[src/hdl/report_frame_receiver_assert.svh]
// Assertion macros for the report frame receiver.
`ifndef REPORT_FRAME_RECEIVER_ASSERT_SVH
`define REPORT_FRAME_RECEIVER_ASSERT_SVH
`ifndef SYNTHESIS
`define RFR_ASSERT_SAME(label, clk, rst, ante, cons) \
   label: assert property (@(posedge clk) disable iff (rst) (ante) |-> (cons)) \
      else $error("report_frame_receiver assertion failed");
`define RFR_ASSERT_ALWAYS(label, clk, ante, cons) \
   label: assert property (@(posedge clk) (ante) |-> (cons)) \
      else $error("report_frame_receiver assertion failed");
`else
`define RFR_ASSERT_SAME(label, clk, rst, ante, cons)
`define RFR_ASSERT_ALWAYS(label, clk, ante, cons)
`endif
`endif

[src/hdl/rfr_pkg.sv]
// Shared types and constants of the report frame receiver.
package rfr_pkg;

   localparam int CSR_INDEX_W = 2;
   localparam int CSR_DATA_W  = 16;

   localparam logic [CSR_INDEX_W-1:0] REG_FRAME_HEAD    = 2'd0;
   localparam logic [CSR_INDEX_W-1:0] REG_OWN_ADDRESS   = 2'd1;
   localparam logic [CSR_INDEX_W-1:0] REG_QUERY_COMMAND = 2'd2;
   localparam logic [CSR_INDEX_W-1:0] REG_GAP_TICKS     = 2'd3;

   localparam logic [7:0]  FRAME_HEAD_RESET    = 8'hF5;
   localparam logic [7:0]  OWN_ADDRESS_RESET   = 8'h00;
   localparam logic [7:0]  QUERY_COMMAND_RESET = 8'h01;
   localparam logic [15:0] GAP_TICKS_RESET     = 16'd200;

   // Kind of an input request.
   localparam logic REQ_BYTE = 1'b0;
   localparam logic REQ_TICK = 1'b1;

   // Frame byte positions, counted from one.
   localparam int POS_HEAD    = 1;
   localparam int POS_ADDRESS = 2;
   localparam int POS_COMMAND = 3;
   localparam int POS_LENGTH  = 4;
   localparam int FRAME_OVERHEAD = 5;
   localparam int HEADER_BYTES   = 4;

   localparam int JOB_QUEUE_DEPTH = 2;

   typedef struct packed {
      logic [7:0]  frame_head;
      logic [7:0]  own_address;
      logic [7:0]  query_command;
      logic [15:0] gap_ticks;
   } cfg_type;

   typedef struct packed {
      logic       truncated;
      logic [7:0] power_level;
      logic [7:0] error_code;
      logic [7:0] device_type;
      logic [7:0] node_address;
   } job_head_type;

endpackage

[src/hdl/rfr_front.sv]
// Front end: deframes received bytes, tracks idle time and queues report jobs.
module rfr_front #(
   parameter int MAX_WORDS = 8,
   parameter int MAX_FRAME = 128,
   parameter int SHOWN_W   = 4
) (
   input  logic                      clock,
   input  logic                      reset,
   input  rfr_pkg::cfg_type          cfg,
   input  logic                      item_accept,
   input  logic                      item_type,
   input  logic [7:0]                item_byte,
   output logic                      job_push,
   output rfr_pkg::job_head_type     job_head,
   output logic [SHOWN_W-1:0]        job_shown,
   output logic [16*MAX_WORDS-1:0]   job_words
);

   localparam int STORE_DEPTH = rfr_pkg::HEADER_BYTES + 2 * MAX_WORDS;
   localparam int STORE_AW    = $clog2(STORE_DEPTH);
   localparam int PW          = $clog2(MAX_FRAME + 1);
   localparam int CW          = 10;

   logic [PW-1:0]  bpos_ff, bpos_in;
   logic [7:0]     len_ff, len_in;
   logic [7:0]     cmd_ff, cmd_in;
   logic [7:0]     sum_ff, sum_in;
   logic [15:0]    idle_ff, idle_in;
   logic [7:0]     store_ff [STORE_DEPTH];

   logic [PW-1:0]  pos;
   logic [PW-1:0]  idx;
   logic           store_we;
   logic [6:0]     words;
   logic           frame_done;

   always_comb begin
      pos = ((idle_ff > cfg.gap_ticks) ? '0 : bpos_ff) + PW'(1);
      idx = pos - PW'(rfr_pkg::FRAME_OVERHEAD);
   end

   always_comb begin
      bpos_in    = bpos_ff;
      len_in     = len_ff;
      cmd_in     = cmd_ff;
      sum_in     = sum_ff;
      idle_in    = idle_ff;
      store_we   = 1'b0;
      frame_done = 1'b0;
      if (item_accept) begin
         if (item_type == rfr_pkg::REQ_TICK) begin
            if (idle_ff != 16'hFFFF) begin
               idle_in = idle_ff + 16'd1;
            end
         end else begin
            idle_in = '0;
            bpos_in = pos;
            if (pos == PW'(rfr_pkg::POS_HEAD)) begin
               if (item_byte != cfg.frame_head) begin
                  bpos_in = '0;
               end
            end else if (pos == PW'(rfr_pkg::POS_ADDRESS)) begin
               if (item_byte != cfg.own_address) begin
                  bpos_in = '0;
               end
            end else if (pos == PW'(rfr_pkg::POS_COMMAND)) begin
               cmd_in = item_byte;
            end else if (pos == PW'(rfr_pkg::POS_LENGTH)) begin
               len_in = item_byte;
               sum_in = '0;
               if (CW'(rfr_pkg::FRAME_OVERHEAD) + CW'(item_byte) > CW'(MAX_FRAME)) begin
                  bpos_in = '0;
               end
            end else if (CW'(pos) < CW'(rfr_pkg::FRAME_OVERHEAD) + CW'(len_ff)) begin
               sum_in   = sum_ff + item_byte;
               store_we = (CW'(idx) < CW'(STORE_DEPTH));
            end else begin
               frame_done = 1'b1;
               bpos_in    = '0;
            end
         end
      end
   end

   always_ff @(posedge clock) begin
      if (reset) begin
         bpos_ff <= '0;
         len_ff  <= '0;
         cmd_ff  <= '0;
         sum_ff  <= '0;
         idle_ff <= '0;
      end else begin
         bpos_ff <= bpos_in;
         len_ff  <= len_in;
         cmd_ff  <= cmd_in;
         sum_ff  <= sum_in;
         idle_ff <= idle_in;
      end
   end

   always_ff @(posedge clock) begin
      if (store_we) begin
         store_ff[idx[STORE_AW-1:0]] <= item_byte;
      end
   end

   // A good query frame with at least the four header bytes yields a job.
   always_comb begin
      words     = 7'((len_ff - 8'(rfr_pkg::HEADER_BYTES)) >> 1);
      job_push  = frame_done && (item_byte == sum_ff) && (cmd_ff == cfg.query_command)
                  && (len_ff >= 8'(rfr_pkg::HEADER_BYTES));
      job_head.node_address = store_ff[0];
      job_head.device_type  = store_ff[1];
      job_head.error_code   = store_ff[2];
      job_head.power_level  = store_ff[3];
      job_head.truncated    = ({1'b0, words} > 8'(MAX_WORDS));
      job_shown = job_head.truncated ? SHOWN_W'(MAX_WORDS) : SHOWN_W'(words);
   end

   for (genvar w = 0; w < MAX_WORDS; w++) begin : g_words
      assign job_words[16*w +: 16] = {store_ff[rfr_pkg::HEADER_BYTES + 2*w + 1],
                                      store_ff[rfr_pkg::HEADER_BYTES + 2*w]};
   end

endmodule

[src/hdl/rfr_job_fifo.sv]
// Short queue of report jobs between the front end and the result engine.
module rfr_job_fifo #(
   parameter int WIDTH = 8
) (
   input  logic             clock,
   input  logic             reset,
   input  logic             push,
   input  logic [WIDTH-1:0] push_data,
   input  logic             pop,
   output logic [WIDTH-1:0] head_data,
   output logic             empty,
   output logic             full
);

   localparam int DEPTH = rfr_pkg::JOB_QUEUE_DEPTH;
   localparam int AW    = (DEPTH > 1) ? $clog2(DEPTH) : 1;
   localparam int CNTW  = $clog2(DEPTH + 1);

   logic [WIDTH-1:0] mem_ff [DEPTH];
   logic [AW-1:0]    wr_ptr_ff, wr_ptr_in;
   logic [AW-1:0]    rd_ptr_ff, rd_ptr_in;
   logic [CNTW-1:0]  count_ff, count_in;

   always_comb begin
      empty     = (count_ff == '0);
      full      = (count_ff == CNTW'(DEPTH));
      head_data = mem_ff[rd_ptr_ff];
      wr_ptr_in = wr_ptr_ff;
      rd_ptr_in = rd_ptr_ff;
      count_in  = count_ff;
      if (push) begin
         wr_ptr_in = (wr_ptr_ff == AW'(DEPTH - 1)) ? '0 : wr_ptr_ff + AW'(1);
      end
      if (pop) begin
         rd_ptr_in = (rd_ptr_ff == AW'(DEPTH - 1)) ? '0 : rd_ptr_ff + AW'(1);
      end
      if (push && !pop) begin
         count_in = count_ff + CNTW'(1);
      end else if (pop && !push) begin
         count_in = count_ff - CNTW'(1);
      end
   end

   always_ff @(posedge clock) begin
      if (reset) begin
         wr_ptr_ff <= '0;
         rd_ptr_ff <= '0;
         count_ff  <= '0;
      end else begin
         wr_ptr_ff <= wr_ptr_in;
         rd_ptr_ff <= rd_ptr_in;
         count_ff  <= count_in;
      end
   end

   always_ff @(posedge clock) begin
      if (push) begin
         mem_ff[wr_ptr_ff] <= push_data;
      end
   end

endmodule

[src/hdl/rfr_back.sv]
// Result engine: walks a report job and sends one result per shown word, or one empty result if it has none.
module rfr_back #(
   parameter int MAX_WORDS = 8,
   parameter int SHOWN_W   = 4
) (
   input  logic                    clock,
   input  logic                    reset,
   input  logic                    job_ready,
   input  rfr_pkg::job_head_type   job_head,
   input  logic [SHOWN_W-1:0]      job_shown,
   input  logic [16*MAX_WORDS-1:0] job_words,
   output logic                    job_pop,
   output logic                    rsp_tvalid,
   input  logic                    rsp_tready,
   output logic [55:0]             rsp_tdata,
   output logic [1:0]              rsp_tuser,
   output logic                    rsp_tlast
);

   localparam int KW = (MAX_WORDS > 1) ? $clog2(MAX_WORDS) : 1;

   logic                    busy_ff, busy_in;
   logic [KW-1:0]           k_ff, k_in;
   rfr_pkg::job_head_type   head_ff;
   logic [SHOWN_W-1:0]      shown_ff;
   logic [16*MAX_WORDS-1:0] words_ff;

   logic                    valid_ff, valid_in;
   logic [55:0]             data_ff;
   logic [1:0]              user_ff;
   logic                    last_ff;

   logic                    slot_free;
   logic                    emit;
   logic                    has_words;
   logic                    is_last;
   logic [15:0]             word;

   always_comb begin
      slot_free = !valid_ff || rsp_tready;
      emit      = busy_ff && slot_free;
      job_pop   = !busy_ff && job_ready;
      has_words = (shown_ff != '0);
      is_last   = !has_words || (SHOWN_W'(k_ff) + SHOWN_W'(1) == shown_ff);
      word      = has_words ? words_ff[16*k_ff +: 16] : 16'd0;

      busy_in  = busy_ff;
      k_in     = k_ff;
      valid_in = valid_ff;
      if (job_pop) begin
         busy_in = 1'b1;
         k_in    = '0;
      end else if (emit) begin
         busy_in = !is_last;
         k_in    = k_ff + KW'(1);
      end
      if (emit) begin
         valid_in = 1'b1;
      end else if (rsp_tready) begin
         valid_in = 1'b0;
      end
   end

   always_ff @(posedge clock) begin
      if (reset) begin
         busy_ff  <= 1'b0;
         k_ff     <= '0;
         valid_ff <= 1'b0;
      end else begin
         busy_ff  <= busy_in;
         k_ff     <= k_in;
         valid_ff <= valid_in;
      end
   end

   always_ff @(posedge clock) begin
      if (job_pop) begin
         head_ff  <= job_head;
         shown_ff <= job_shown;
         words_ff <= job_words;
      end
      if (emit) begin
         data_ff <= {5'd0, word, 3'(k_ff), head_ff.power_level, head_ff.error_code,
                     head_ff.device_type, head_ff.node_address};
         user_ff <= {head_ff.truncated, has_words};
         last_ff <= is_last;
      end
   end

   assign rsp_tvalid = valid_ff;
   assign rsp_tdata  = data_ff;
   assign rsp_tuser  = user_ff;
   assign rsp_tlast  = last_ff;

endmodule

[src/hdl/report_frame_receiver.sv]
// Top level of the report frame receiver: settings, front end, job queue, result engine.
//
// The request channel carries received bytes (req_tuser 0, byte in req_tdata) and
// idle time ticks (req_tuser 1). Frames are head, address, command, length,
// payload and an additive payload checksum. A good query frame with at least four
// payload bytes turns into one report: a run of results on the rsp channel, one per
// 16-bit data word up to MAX_WORDS (or one empty result), the final one marked by rsp_tlast.
// The front end takes one request per cycle while req_tready is high. The checksum
// byte of a good query frame puts a job into a two-entry queue; the result engine
// loads the job from the queue into its own registers once it is free, then
// registers one result per cycle in its output register while rsp_tready is high.
// The result engine loads the next job only once the last result of a report is
// in its output register.
// req_tready drops only while the job queue holds two waiting reports, which
// happens when the result receiver stalls for long.
// Settings are to be written through csr_we, csr_index and csr_wdata only while the
// block is idle; the block itself does not enforce this. Reset clears the deframer,
// the queue and the output register and restores the default settings; no result is valid right after reset.
`include "report_frame_receiver_assert.svh"

module report_frame_receiver #(
   parameter int MAX_WORDS = 8,
   parameter int MAX_FRAME = 128
) (
   input  logic                              clock,
   input  logic                              reset,
   input  logic                              req_tvalid,
   output logic                              req_tready,
   input  logic [7:0]                        req_tdata,   // [7:0] rx_byte
   input  logic                              req_tuser,   // [0] req_type
   output logic                              rsp_tvalid,
   input  logic                              rsp_tready,
   // [7:0] node_address, [15:8] device_type, [23:16] error_code,
   // [31:24] power_level, [34:32] word_index, [50:35] data_word, [55:51] zero
   output logic [55:0]                       rsp_tdata,
   output logic [1:0]                        rsp_tuser,   // [0] word_valid, [1] words_truncated
   output logic                              rsp_tlast,
   input  logic                              csr_we,
   input  logic [rfr_pkg::CSR_INDEX_W-1:0]   csr_index,
   input  logic [rfr_pkg::CSR_DATA_W-1:0]    csr_wdata
);

   localparam int SHOWN_W = $clog2(MAX_WORDS + 1);
   localparam int HEAD_W  = $bits(rfr_pkg::job_head_type);
   localparam int JOB_W   = HEAD_W + SHOWN_W + 16 * MAX_WORDS;

   rfr_pkg::cfg_type        cfg_ff;
   logic                    req_accept;
   logic                    job_push;
   rfr_pkg::job_head_type   push_head;
   logic [SHOWN_W-1:0]      push_shown;
   logic [16*MAX_WORDS-1:0] push_words;
   logic [JOB_W-1:0]        q_head;
   logic                    q_empty;
   logic                    q_full;
   logic                    job_pop;

   always_ff @(posedge clock) begin
      if (reset) begin
         cfg_ff.frame_head    <= rfr_pkg::FRAME_HEAD_RESET;
         cfg_ff.own_address   <= rfr_pkg::OWN_ADDRESS_RESET;
         cfg_ff.query_command <= rfr_pkg::QUERY_COMMAND_RESET;
         cfg_ff.gap_ticks     <= rfr_pkg::GAP_TICKS_RESET;
      end else if (csr_we) begin
         case (csr_index)
            rfr_pkg::REG_FRAME_HEAD:    cfg_ff.frame_head    <= csr_wdata[7:0];
            rfr_pkg::REG_OWN_ADDRESS:   cfg_ff.own_address   <= csr_wdata[7:0];
            rfr_pkg::REG_QUERY_COMMAND: cfg_ff.query_command <= csr_wdata[7:0];
            rfr_pkg::REG_GAP_TICKS:     cfg_ff.gap_ticks     <= csr_wdata[15:0];
            default: begin
            end
         endcase
      end
   end

   assign req_tready = !q_full;
   assign req_accept = req_tvalid && req_tready;

   rfr_front #(
      .MAX_WORDS (MAX_WORDS),
      .MAX_FRAME (MAX_FRAME),
      .SHOWN_W   (SHOWN_W)
   ) u_front (
      .clock       (clock),
      .reset       (reset),
      .cfg         (cfg_ff),
      .item_accept (req_accept),
      .item_type   (req_tuser),
      .item_byte   (req_tdata),
      .job_push    (job_push),
      .job_head    (push_head),
      .job_shown   (push_shown),
      .job_words   (push_words)
   );

   rfr_job_fifo #(
      .WIDTH (JOB_W)
   ) u_queue (
      .clock     (clock),
      .reset     (reset),
      .push      (job_push),
      .push_data ({push_head, push_shown, push_words}),
      .pop       (job_pop),
      .head_data (q_head),
      .empty     (q_empty),
      .full      (q_full)
   );

   rfr_back #(
      .MAX_WORDS (MAX_WORDS),
      .SHOWN_W   (SHOWN_W)
   ) u_back (
      .clock      (clock),
      .reset      (reset),
      .job_ready  (!q_empty),
      .job_head   (q_head[JOB_W-1 -: HEAD_W]),
      .job_shown  (q_head[16*MAX_WORDS +: SHOWN_W]),
      .job_words  (q_head[16*MAX_WORDS-1:0]),
      .job_pop    (job_pop),
      .rsp_tvalid (rsp_tvalid),
      .rsp_tready (rsp_tready),
      .rsp_tdata  (rsp_tdata),
      .rsp_tuser  (rsp_tuser),
      .rsp_tlast  (rsp_tlast)
   );

   // A job is only produced by an accepted byte, so the queue can never overflow.
   `RFR_ASSERT_SAME(a_no_overflow, clock, reset, job_push, req_accept && !q_full)
   // An empty report is always a single, final result.
   `RFR_ASSERT_SAME(a_empty_is_last, clock, reset, rsp_tvalid && !rsp_tuser[0], rsp_tlast)
   // The output register comes out of reset empty.
   `RFR_ASSERT_ALWAYS(a_reset_idle, clock, $fell(reset), !rsp_tvalid)
   // Popping needs a waiting job.
   `RFR_ASSERT_SAME(a_pop_nonempty, clock, reset, job_pop, !q_empty)

endmodule

[config.mk]
export PLATFORM = sky130hd
export DESIGN_NAME = report_frame_receiver
export DESIGN_NICKNAME = d
export VERILOG_FILES = /design/src/hdl/rfr_pkg.sv /design/src/hdl/rfr_front.sv /design/src/hdl/rfr_job_fifo.sv /design/src/hdl/rfr_back.sv /design/src/hdl/report_frame_receiver.sv
export VERILOG_INCLUDE_DIRS = /design/src /design/src/hdl
export SDC_FILE = /design/constraint.sdc
export NUM_CORES = 1
export LEC_CHECK = 0
export BUFFER_PORTS_ARGS = -buffer_cell sky130_fd_sc_hd__buf_4
export CAP_MARGIN = 15
export CORE_MARGIN = 2
export CORE_UTILIZATION = 50
export CTS_CLUSTER_DIAMETER = 80
export DETAILED_ROUTE_END_ITERATION = 10
export PLACE_DENSITY = 0.76
export SLEW_MARGIN = 30
export SYNTH_ARGS = -nofsm -noshare
export SYNTH_HDL_FRONTEND = slang
export SYNTH_SLANG_ARGS = --single-unit
[constraint.sdc]
create_clock -name clock -period 13.1 [get_ports clock]
set_clock_uncertainty 0.1 [all_clocks]
set_input_delay 2.62 -clock clock [delete_from_list [all_inputs] [get_ports clock]]
set_output_delay 2.62 -clock clock [all_outputs]
set_load 0.01 [all_outputs]
==> impl_metrics.ini <==
[worst_setup_path]
worstReg2RegStart = cfg_ff[14]
cp_cell_sequence = inv_1 -> ha_1 -> nand4_1 -> nor4_1 -> and2_1 -> a31oi_1 -> buf_4 -> nor2_1 -> ha_1 -> nand2_1 -> o21a_1 -> nor2_1 -> nor2_1 -> ha_1 -> a21oi_1 -> a211o_1 -> and2_1 -> nor4_4 -> and2_4 -> buf_4 -> buf_6
cp_max_fo = 78
cp.required_ns = 13.25
setup.worst_path.start_class = flip-flop
path_buf_inv = 4
worst_setup_path_end_kind = flip-flop
crit_type = flip-flop to flip-flop
crit_slowest_cell = buf_6
critPathMaxStageDelay_ns = 0.70
cp.arrival_ns = 7.14
cp_top_family = simple AND/OR/NAND/NOR gates
startpoint = cfg_ff[14]

[layout]
drive_gt1_frac = 0.248
antennaDiodeCount = 0
nets = 1920
final_cells = 2685
nFillCells = 4310
syn_to_final_growth_pct = 14.5
layout_common_cells = 709 x edfxtp_1, 165 x mux2_2, 115 x nor2_1, 107 x buf_4, 93 x dfxtp_1
final_common_cell = edfxtp_1

[floorplanning]
start_util = 0.504
core-area_sq_um = 60100
rows = 90
die_h_um = 250
io_pins = 93
die_w_um = 250
die-area_sq_um = 62600

[routing]
drt_iter0_markers = 1084
dr.pass1.iters = 5
vias = 14868
wl_um = 59100
ant_nets = 0
wire_per_inst_um = 22.0
post-route-drc-count = 0
viasPerCell = 5.54

[clock_tree]
cts_max_path_buffers = 3
post_cts.repair.setup_buffers = 0
clk_pin_slew_ns = 0.07
cts_tree = yes
htreeDepth = 3
cts_sinks = 806
insertion_delay_ns = 0.63
root_buffer = clkbuf_16
ctsResizeCount = 0
hold_buffers = 0
cts_buffers = 79

[global_routing]
antenna_found_initial = 1
grt_max_degree = 97
grt_pass1_vias = 15204
gr-total-overflow = 0
grt_first_pass_wirelength_um = 89600
track_usage = 0.189

[sta]
fin_crit_ns = 6.98
hold_viol_final = 0
drv_slew = 0
relSlewSlack = 0.392
finalSetupViolCount = 0
setup-tns-final_ns = 0
worstMarginPinSlew_ns = 0.911
period_share = 0.533
setup_ws_ns = 6.12
fmax_ghz = 0.143
rsz0062_at_grt = false

[yosys]
yosys-top-cells-area = edfxtp_1 70%, dfxtp_1 6.4%, mux2_2 6.1%
post-synth-top-area-cell = edfxtp_1
synth_top_area_frac = 0.703
yosysWarnings = 0
ys_types = 71
synth_edf_count = 709
ys_seq_area_frac = 0.767
synth_seq_cells = 806
syn_inst = 1712
syn_area_sq_um = 30300
async_reset_ff_frac = 0
ys.flop_type = edfxtp_1
avgSynthCellArea_sq_um = 17.7

[job]
cap_violations = 0

[place]
dp.cells = 2545
place_hpwl_um = 33800
port_buffers = 87
place_congestion = 0.857
dp_worst_setup_slack_ns = 5.98

[pwr]
p_leak_uw = 0.0116
power-per-cell-area_nw_per_um2 = 180
ir_drop_uv = 111

[hold_path]
hp-class = flip-flop to flip-flop
hold_path_startpoint = u_back.head_ff[32]

[run_status]
outcome = finished clean
## synthesized netlist by cell type (all sizes together) (18+ instances only)
cell type    n
mux2       165
mux2i       44
nand2       85
a21oi       48
dfxtp       97
inv         35
xor2        30
nor2       116
clkbuf      48
mux4        32
nor4        19
edfxtp     709
ha          42
xnor2       42
buf         18
## report_power, final
group          internal, uW  switching (uW)
clock network          1290             958
logic                   313             410
registers              3180             114
total                  4780            1480
## layout make-up
| cell class | instances | area (sq um) | share of cell area |
|---|---|---|---|
| Multi-Input combinational cell | 809 | 6800 | 0.196 |
| Timing Repair Buffer | 114 | 923 | 0.0266 |
| Sequential cell | 806 | 23200 | 0.670 |
| Clock inverter | 46 | 558 | 0.0161 |
| Inverter | 35 | 139 | 0.00400 |
| Tap cell | 782 | 978 | 0.0282 |
| Clock buffer | 93 | 2040 | 0.0588 |
## registers in the layout, indices dropped and copies added, names as in the netlist, 8 cells and up
signal,count
u_front.sum_ff,8
u_front.len_ff,8
cfg_ff,40
u_back.head_ff,33
u_front.idle_ff,16
u_front.store_ff,160
u_back.rsp_tdata,51
u_front.cmd_ff,8
u_back.words_ff,128
u_front.bpos_ff,8
u_queue.mem_ff,330
## metal layers
layer  part of all wire  wire (um)  GRT usage
met5                  0          0          0
met4              0.028       1630     0.0585
met3              0.048       2830     0.0308
met2               0.50      29700      0.321
met1               0.42      25000      0.253
## per-stage QoR
step	total power (uW)	instance area (sq um)	hold WS (ns)	util
after detailed placement	4060	32100	0.306	0.533
final	6260	34700	0.303	0.577
after global routing	6470	34700	0.325	0.577
after floorplan	3780	30300	0.300	-
after CTS	6300	34700	0.306	0.576
after global placement	4040	32000	0.301	0.532
## final timing paths
path	end	cells after the start	slack [ns]
setup / recovery	u_queue.mem_ff[1][124]	21	6.12
hold / removal	u_back.rsp_tuser[1]	0	0.30
setup reg to reg	u_queue.mem_ff[1][124]	21	6.12
hold reg to reg	u_back.rsp_tuser[1]	0	0.30
## logic make-up (layout without fill, tap and decap cells)
logic type,Yosys count,after routing,share of synthesized area
flops,806,806,0.767
simple gates,325,325,0.0524
mux,241,241,0.0997
compound gates,123,123,0.0284
buf+inv,101,288,0.0136
xor+xnor,72,72,0.0208
fa+ha+maj,43,43,0.0180
other cells,1,5,0.000124
No activity file was read; power rests on OpenSTA's default activity.
